<file path="src/cposat_pkg.sv">
// ----------------------------------------------------------------------------
// Convex polygon overlap core: package
// Default sizes, result status codes and sequencer states.
// ----------------------------------------------------------------------------
`default_nettype none

package cposat_pkg;

  localparam int unsigned MAX_VERTICES_DEF = 16;
  localparam int unsigned COORD_BITS_DEF   = 16;

  typedef enum logic [1:0] {
    STATUS_OK       = 2'd0,
    STATUS_OVERFLOW = 2'd1,
    STATUS_EMPTY    = 2'd2
  } status_t;

  typedef enum logic [3:0] {
    ST_IDLE,
    ST_TEST,
    ST_EDGE_A,
    ST_EDGE_B,
    ST_AXIS,
    ST_MUL_X,
    ST_MUL_Y,
    ST_SUM,
    ST_CMP,
    ST_CHECK,
    ST_DONE
  } state_t;

endpackage

`default_nettype wire

</file>
<file path="src/convex_polygon_overlap_sat_core.sv">
// ----------------------------------------------------------------------------
// Convex polygon overlap core
// Loads two convex polygons vertex by vertex and runs a separating axis test.
// ----------------------------------------------------------------------------
// Vertices are taken one per cycle while busy is low; a word with
// end_of_pair set is stored and then starts the test, and busy stays high
// until the result. The test runs on one multiplier under a sequencer: each
// projected vertex takes an x product, a y product, a sum and a min/max
// update, and each edge adds the steps of fetching its ends, forming the
// axis and checking the intervals. A gap or a zero-length edge ends the
// test before every edge is checked, and an overflow or an empty polygon
// ends it straight from the first state of the test. The result appears on
// overlap and status for exactly one cycle with done high and cannot be
// held off; the vertex stores are then emptied for the next pair.
// ----------------------------------------------------------------------------
`default_nettype none

module convex_polygon_overlap_sat_core
  import cposat_pkg::*;
#(
  parameter int unsigned MAX_VERTICES = MAX_VERTICES_DEF,
  parameter int unsigned COORD_BITS   = COORD_BITS_DEF
) (
  input  logic                         clk,
  input  logic                         rst,
  input  logic                         start,
  output logic                         busy,
  input  logic                         poly_select,
  input  logic signed [COORD_BITS-1:0] vert_x,
  input  logic signed [COORD_BITS-1:0] vert_y,
  input  logic                         end_of_pair,
  output logic                         done,
  output logic                         overlap,
  output logic [1:0]                   status
);

  localparam int unsigned IDX_W  = (MAX_VERTICES > 1) ? $clog2(MAX_VERTICES) : 1;
  localparam int unsigned CNT_W  = $clog2(MAX_VERTICES + 1);
  localparam int unsigned VTX_W  = 2 * COORD_BITS;
  localparam int unsigned AXIS_W = COORD_BITS + 1;
  localparam int unsigned PROD_W = 2 * COORD_BITS + 1;
  localparam int unsigned SUM_W  = PROD_W + 1;

  state_t state, state_next;

  logic [VTX_W-1:0] mem_first  [MAX_VERTICES];
  logic [VTX_W-1:0] mem_second [MAX_VERTICES];
  logic [VTX_W-1:0] rdata_first, rdata_second;
  logic             rsel_q;

  logic [CNT_W-1:0] count_first, count_second;
  logic             overflow_seen;

  logic             pass;       // 0: edges of first polygon, 1: of second
  logic             proj_sel;   // polygon being projected
  logic             first;      // next projection opens the interval
  logic [IDX_W-1:0] a_idx;
  logic [IDX_W-1:0] v_idx;

  logic signed [COORD_BITS-1:0] ea_x, ea_y;
  logic signed [AXIS_W-1:0]     axis_x, axis_y;
  logic signed [PROD_W-1:0]     prod_a, prod_b;
  logic signed [SUM_W-1:0]      proj;
  logic signed [SUM_W-1:0]      lo, hi, lo1, hi1;

  // combinational
  logic                         accept;
  logic                         full_first, full_second;
  logic                         any_empty;
  logic [IDX_W-1:0]             raddr;
  logic                         rsel;
  logic signed [COORD_BITS-1:0] vx, vy;
  logic [CNT_W-1:0]             n_edge, n_proj;
  logic [CNT_W-1:0]             a_inc, v_inc;
  logic                         a_last, v_last;
  logic [IDX_W-1:0]             b_idx;
  logic signed [AXIS_W-1:0]     axis_x_calc, axis_y_calc;
  logic                         axis_zero;
  logic signed [COORD_BITS-1:0] mul_v;
  logic signed [AXIS_W-1:0]     mul_axis;
  logic signed [PROD_W-1:0]     mul_out;
  logic signed [SUM_W-1:0]      lo_new, hi_new;
  logic                         gap;

  assign accept      = start && !busy;
  assign full_first  = (count_first == CNT_W'(MAX_VERTICES));
  assign full_second = (count_second == CNT_W'(MAX_VERTICES));
  assign any_empty   = (count_first == '0) || (count_second == '0);

  assign vx = rsel_q ? rdata_second[COORD_BITS-1:0] : rdata_first[COORD_BITS-1:0];
  assign vy = rsel_q ? rdata_second[VTX_W-1:COORD_BITS] : rdata_first[VTX_W-1:COORD_BITS];

  assign n_edge = pass ? count_second : count_first;
  assign n_proj = proj_sel ? count_second : count_first;
  assign a_inc  = CNT_W'(a_idx) + CNT_W'(1);
  assign v_inc  = CNT_W'(v_idx) + CNT_W'(1);
  assign a_last = (a_inc == n_edge);
  assign v_last = (v_inc == n_proj);
  assign b_idx  = a_last ? '0 : a_inc[IDX_W-1:0];

  // Axis is the edge normal, left unnormalized.
  assign axis_x_calc = AXIS_W'(ea_y) - AXIS_W'(vy);
  assign axis_y_calc = AXIS_W'(vx) - AXIS_W'(ea_x);
  assign axis_zero   = (axis_x_calc == '0) && (axis_y_calc == '0);

  // One multiplier serves both products of a projection.
  assign mul_v    = (state == ST_MUL_Y) ? vy : vx;
  assign mul_axis = (state == ST_MUL_Y) ? axis_y : axis_x;
  assign mul_out  = PROD_W'(mul_v) * PROD_W'(mul_axis);

  assign lo_new = (first || (proj < lo)) ? proj : lo;
  assign hi_new = (first || (proj > hi)) ? proj : hi;

  // Touching end points still count as overlap.
  assign gap = (hi < lo1) || (hi1 < lo);

  // Next state
  always_comb begin
    state_next = state;
    case (state)
      ST_IDLE: begin
        if (accept && end_of_pair) state_next = ST_TEST;
      end
      ST_TEST: begin
        if (overflow_seen || any_empty) state_next = ST_DONE;
        else                            state_next = ST_EDGE_A;
      end
      ST_EDGE_A: state_next = ST_EDGE_B;
      ST_EDGE_B: state_next = ST_AXIS;
      ST_AXIS: begin
        if (axis_zero) state_next = ST_DONE;
        else           state_next = ST_MUL_X;
      end
      ST_MUL_X: state_next = ST_MUL_Y;
      ST_MUL_Y: state_next = ST_SUM;
      ST_SUM:   state_next = ST_CMP;
      ST_CMP: begin
        if (!v_last || (proj_sel == pass)) state_next = ST_MUL_X;
        else                               state_next = ST_CHECK;
      end
      ST_CHECK: begin
        if (gap || (a_last && pass)) state_next = ST_DONE;
        else                         state_next = ST_EDGE_A;
      end
      ST_DONE: state_next = ST_IDLE;
      default: state_next = ST_IDLE;
    endcase
  end

  // Outputs and read port control
  always_comb begin
    busy  = (state != ST_IDLE);
    done  = (state == ST_DONE);
    raddr = v_idx;
    rsel  = proj_sel;
    case (state)
      ST_EDGE_A: begin
        raddr = a_idx;
        rsel  = pass;
      end
      ST_EDGE_B: begin
        raddr = b_idx;
        rsel  = pass;
      end
      ST_AXIS: begin
        raddr = '0;
        rsel  = pass;
      end
      ST_CMP: begin
        if (!v_last) begin
          raddr = v_inc[IDX_W-1:0];
        end else if (proj_sel == pass) begin
          raddr = '0;
          rsel  = ~pass;
        end
      end
      default: begin
        raddr = v_idx;
        rsel  = proj_sel;
      end
    endcase
  end

  always_ff @(posedge clk) begin
    if (rst) begin
      state <= ST_IDLE;
    end else begin
      state <= state_next;
    end
  end

  // Vertex stores
  always_ff @(posedge clk) begin
    if (accept && !poly_select && !full_first) begin
      mem_first[count_first[IDX_W-1:0]] <= {vert_y, vert_x};
    end
    if (accept && poly_select && !full_second) begin
      mem_second[count_second[IDX_W-1:0]] <= {vert_y, vert_x};
    end
    rdata_first  <= mem_first[raddr];
    rdata_second <= mem_second[raddr];
    rsel_q       <= rsel;
  end

  // Counters and flags
  always_ff @(posedge clk) begin
    if (rst) begin
      count_first   <= '0;
      count_second  <= '0;
      overflow_seen <= 1'b0;
    end else if (state == ST_IDLE && accept) begin
      if (!poly_select) begin
        if (!full_first) count_first <= count_first + CNT_W'(1);
        else             overflow_seen <= 1'b1;
      end else begin
        if (!full_second) count_second <= count_second + CNT_W'(1);
        else              overflow_seen <= 1'b1;
      end
    end else if (state == ST_DONE) begin
      // drop both polygons once the result is out
      count_first   <= '0;
      count_second  <= '0;
      overflow_seen <= 1'b0;
    end
  end

  // Test datapath
  always_ff @(posedge clk) begin
    case (state)
      ST_TEST: begin
        overlap <= 1'b0;
        pass    <= 1'b0;
        a_idx   <= '0;
        if (overflow_seen)  status <= STATUS_OVERFLOW;
        else if (any_empty) status <= STATUS_EMPTY;
        else                status <= STATUS_OK;
      end
      ST_EDGE_B: begin
        ea_x <= vx;
        ea_y <= vy;
      end
      ST_AXIS: begin
        axis_x   <= axis_x_calc;
        axis_y   <= axis_y_calc;
        v_idx    <= '0;
        proj_sel <= pass;
        first    <= 1'b1;
      end
      ST_MUL_X: prod_a <= mul_out;
      ST_MUL_Y: prod_b <= mul_out;
      ST_SUM:   proj   <= SUM_W'(prod_a) + SUM_W'(prod_b);
      ST_CMP: begin
        lo    <= lo_new;
        hi    <= hi_new;
        // reopen the interval when switching to the other polygon
        first <= v_last && (proj_sel == pass);
        if (!v_last) begin
          v_idx <= v_inc[IDX_W-1:0];
        end else if (proj_sel == pass) begin
          // hold the edge owner's interval, then project the other polygon
          lo1      <= lo_new;
          hi1      <= hi_new;
          proj_sel <= ~pass;
          v_idx    <= '0;
        end
      end
      ST_CHECK: begin
        if (gap) begin
          overlap <= 1'b0;
        end else if (a_last) begin
          if (pass) begin
            overlap <= 1'b1;
          end else begin
            pass  <= 1'b1;
            a_idx <= '0;
          end
        end else begin
          a_idx <= a_inc[IDX_W-1:0];
        end
      end
      default: begin
        pass <= pass;
      end
    endcase
  end

endmodule

`default_nettype wire

</file>
<file path="config.mk">
export PLATFORM = sky130hd
export DESIGN_NAME = convex_polygon_overlap_sat_core
export DESIGN_NICKNAME = d
export VERILOG_FILES = /design/src/cposat_pkg.sv /design/src/convex_polygon_overlap_sat_core.sv
export SDC_FILE = /design/constraint.sdc
export NUM_CORES = 2
export LEC_CHECK = 0
export BUFFER_PORTS_ARGS = -buffer_cell sky130_fd_sc_hd__buf_2
export CORE_MARGIN = 1
export CORE_UTILIZATION = 45
export CTS_CLUSTER_DIAMETER = 50
export DETAILED_ROUTE_END_ITERATION = 8
export MAX_ROUTING_LAYER = met4
export REMOVE_ABC_BUFFERS = 1
export SLEW_MARGIN = 20
export SYNTH_ARGS = -nofsm -noshare
export SYNTH_HDL_FRONTEND = slang
export SYNTH_SLANG_ARGS = --single-unit
</file>
<file path="constraint.sdc">
create_clock -name clk -period 7.7 [get_ports clk]
set_input_delay 0.77 -clock clk [delete_from_list [all_inputs] [get_ports clk]]
set_output_delay 0.77 -clock clk [all_outputs]
set_load 0.05 [all_outputs]
</file>
==> summary.txt <==
Status
  – Outcome: finished, final reports clean

Placement
  – Gpl congestion: 0.944
  – Place WS: 0.200 ns
  – Placed Cells: 7,597
  – Post-DP Area: 74,500 um^2
  – I/O Buffers: 41
  – Post-DP HPWL: 114,000 um

GRT
  – Number of antenna violations at the first check in global routing: 10
  – Total grt overflow: 0
  – Vias in the first global route: 43.7k
  – First-pass GRT wire length: 279,000 um
  – Total track usage: 24.2%
  – Pin count of the biggest net entering global routing: 152

Floorplan
  – Die X: 400 um
  – DIE AREA: 160,000 um^2
  – IO Pins: 42
  – Die Height: 400 um
  – # rows: 145
  – Core area: 157,000 um^2
  – Starting Density: 45.4%

Critical path
  – Crit Reg-Reg Endpoint: prod_b[32]
  – Bufs and invs on worst path: 6
  – Critical Path Sink Type: flop
  – WS Path Type: flop to flop
  – Crit Path Max Fanout: 10
  – Crit-path slowest cell: fa_1
  – CP Capture Point: prod_b[32]
  – WP data required: 8.22 ns
  – Critical Path Start: state[3]
  – Worst Path Arrival: 7.99 ns
  – WP depth: 27
  – Kind of cell adding the most delay to the critical path: adder cells
  – CP Launch Type: flop
  – Reg-to-Reg Start: state[3]
  – Largest stage delay, worst path: 0.55 ns
  – Most used cell along the critical path: fa_1
  – Worst r2r path cells: 27
  – R2R setup slack: 0.23 ns

Route
  – Post-route ant nets: 0
  – Via Count: 44.6k
  – Final wirelength: 188,000 um
  – DRC viols: 0
  – TritonRoute pass-1 iters: 5
  – Via density: 5.64
  – Routed len/inst: 23.8 um
  – Initial DRC count: 3,528

Logic synthesis
  – Combinational family with the most area after synthesis: adder cells
  – Top cells by count, synth: 1,340 x edfxtp_1, 772 x nand2_1, 517 x inv_1
  – Simple-gate share of the synthesized area: 7.98%
  – Async set or reset register ratio after synthesis: 0%
  – Warnings from Yosys: 0
  – Dominant cell type by area after synthesis: edfxtp_1
  – Yosys top cell area share: 56.6%
  – Register area share after synthesis: 58.8%
  – Adder-Cell Fraction of Synth Area: 13.0%
  – Top cells by area, synth: edfxtp_1 57%, fa_1 7.9%, ha_1 5.1%
  – Number of flops mapped to enable cells by yosys: 1,340
  – Multiplexer share of the synthesized area: 4.21%
  – Cells after Synth: 5,578
  – Avg Inst Size Synth: 12.8 um^2
  – Cell Area, Synth: 71,100 um^2
  – Post-synth top flop: edfxtp_1
  – Library cells used by synthesis: 84
  – Most common cell in the netlist: edfxtp_1
  – FF+latch count, synth: 1,420
  – Compound-cell area share of the yosys netlist: 10.3%
  – XOR/XNOR share of the synthesized area: 1.29%

Finish
  – Fin area: 79,900 um^2
  – Area of the multi-input gates: 26,500 um^2
  – Ratio of cells with drive above 1 in the final layout: 9.92%
  – Sequential cell area: 41,800 um^2
  – Final layout net count: 6,309
  – Layout Cells excl Fill: 7,903
  – Area delta synth->final: 12.3%
  – Layout filler cell count: 13.3k

Timing
  – Slew headroom: 26.9%
  – Clock Skew: 0.0561 ns
  – Worst-Margin Slew: 1.10 ns
  – Max-slew violations: 0
  – Fin crit share: 97.0%
  – Final WS setup: 0.232 ns
  – Crit path time final: 7.47 ns
  – Final setup fails: 0
  – Fmax: 134 MHz
  – Final hold violations: 0

Clock tree
  – CTS tree: built
  – Worst-path clk slew: 0.05 ns
  – CTS Hold Buffers Added: 0
  – Num CTS Buffers: 159
  – Deepest clock path buffer count: 3
  – Clk_lat worst skew: 0.80 ns
  – TritonCTS Sinks: 1,420
  – Htree depth: 4
  – Root Driver: clkbuf_16

Min path
  – HP Class: input pin to flop
  – Hold path depth: 2

Flow run
  – Max_cap viols: 0
[state kept, by name, indices dropped and copies added (netlist names), 5 cells and up]
name and cells:
axis_x 17, axis_y 17, count_first 5, count_second 5
ea_x 16, ea_y 16, hi 34, hi1 34
lo 34, lo1 34, mem_first 512, mem_second 512
prod_a 33, prod_b 33, proj 34, rdata_first 32
rdata_second 32
[stage by stage]
step / hold WS, ns / setup TNS, ns / util (%)
global route: 0.282 / -0.00469 / 51.0
CTS: 0.227 / 0 / 51.0
floorplan: 0.448 / -474.95 / -
finish: 0.283 / 0 / 51.0
global placement: 0.497 / 0 / 47.6
detailed placement: 0.510 / 0 / 47.6
[final cells by class]
class	count	share of cell area, %
timing repair buffer	211	2.14
tap	2058	3.22
sequential	1420	52.4
multi-input combinational	3390	33.2
clock buffer	224	5.60
antenna	8	0.0251
inverter	519	2.44
clock inverter	73	1.04
[placed cells by master, fill, tap and decap left out, drive strengths merged, types with 75 or more instances in the layout]
master,Yosys,final
a21o,75,75
a21oi,365,365
a22oi,256,256
buf,112,211
clkbuf,137,224
dfxtp,80,80
edfxtp,1340,1340
fa,279,279
ha,292,292
inv,518,525
mux2i,238,238
nand2,772,772
nand3,89,89
nor2,275,275
o21ai,76,76
[routing by layer]
metal | vias to the layer above | GRT usage, % | share of wire, %
met1 | 22500 | 31.8 | 43
met4 | 0 | 7.09 | 2.8
met5 | - | - | 0
met2 | 1294 | 39.4 | 48
li1 | 20500 | - | -
met3 | 310 | 3.29 | 5.7
[how the worst min path moves through the flow]
stage	startpoint	to	slack [ns]
global route	rst	count_second[0]	0.28
CTS	rst	count_second[1]	0.23
global placement	overflow_seen	status[0]	0.50
floorplan	overflow_seen	status[0]	0.45
finish	rst	count_second[1]	0.28
detailed placement	overflow_seen	status[0]	0.51
[kinds of logic after synthesis]
family	Yosys count
buffers and inverters	768
multiplexers	291
AO/OA/AOI/OAI	1082
XOR/XNOR	103
AND/OR/NAND/NOR	1343
adder cells (fa/ha/maj)	571
flip-flops	1420
[repair_timing]
action / 4_1_cts / 5_1_grt
setup buffers: 0 / 0
resized for setup: 0 / 6
endpoints found under the setup margin: 0 / 6
Power is not shown: default switching activity piles up to over one toggle a cycle in this logic, so the estimate is an artifact.
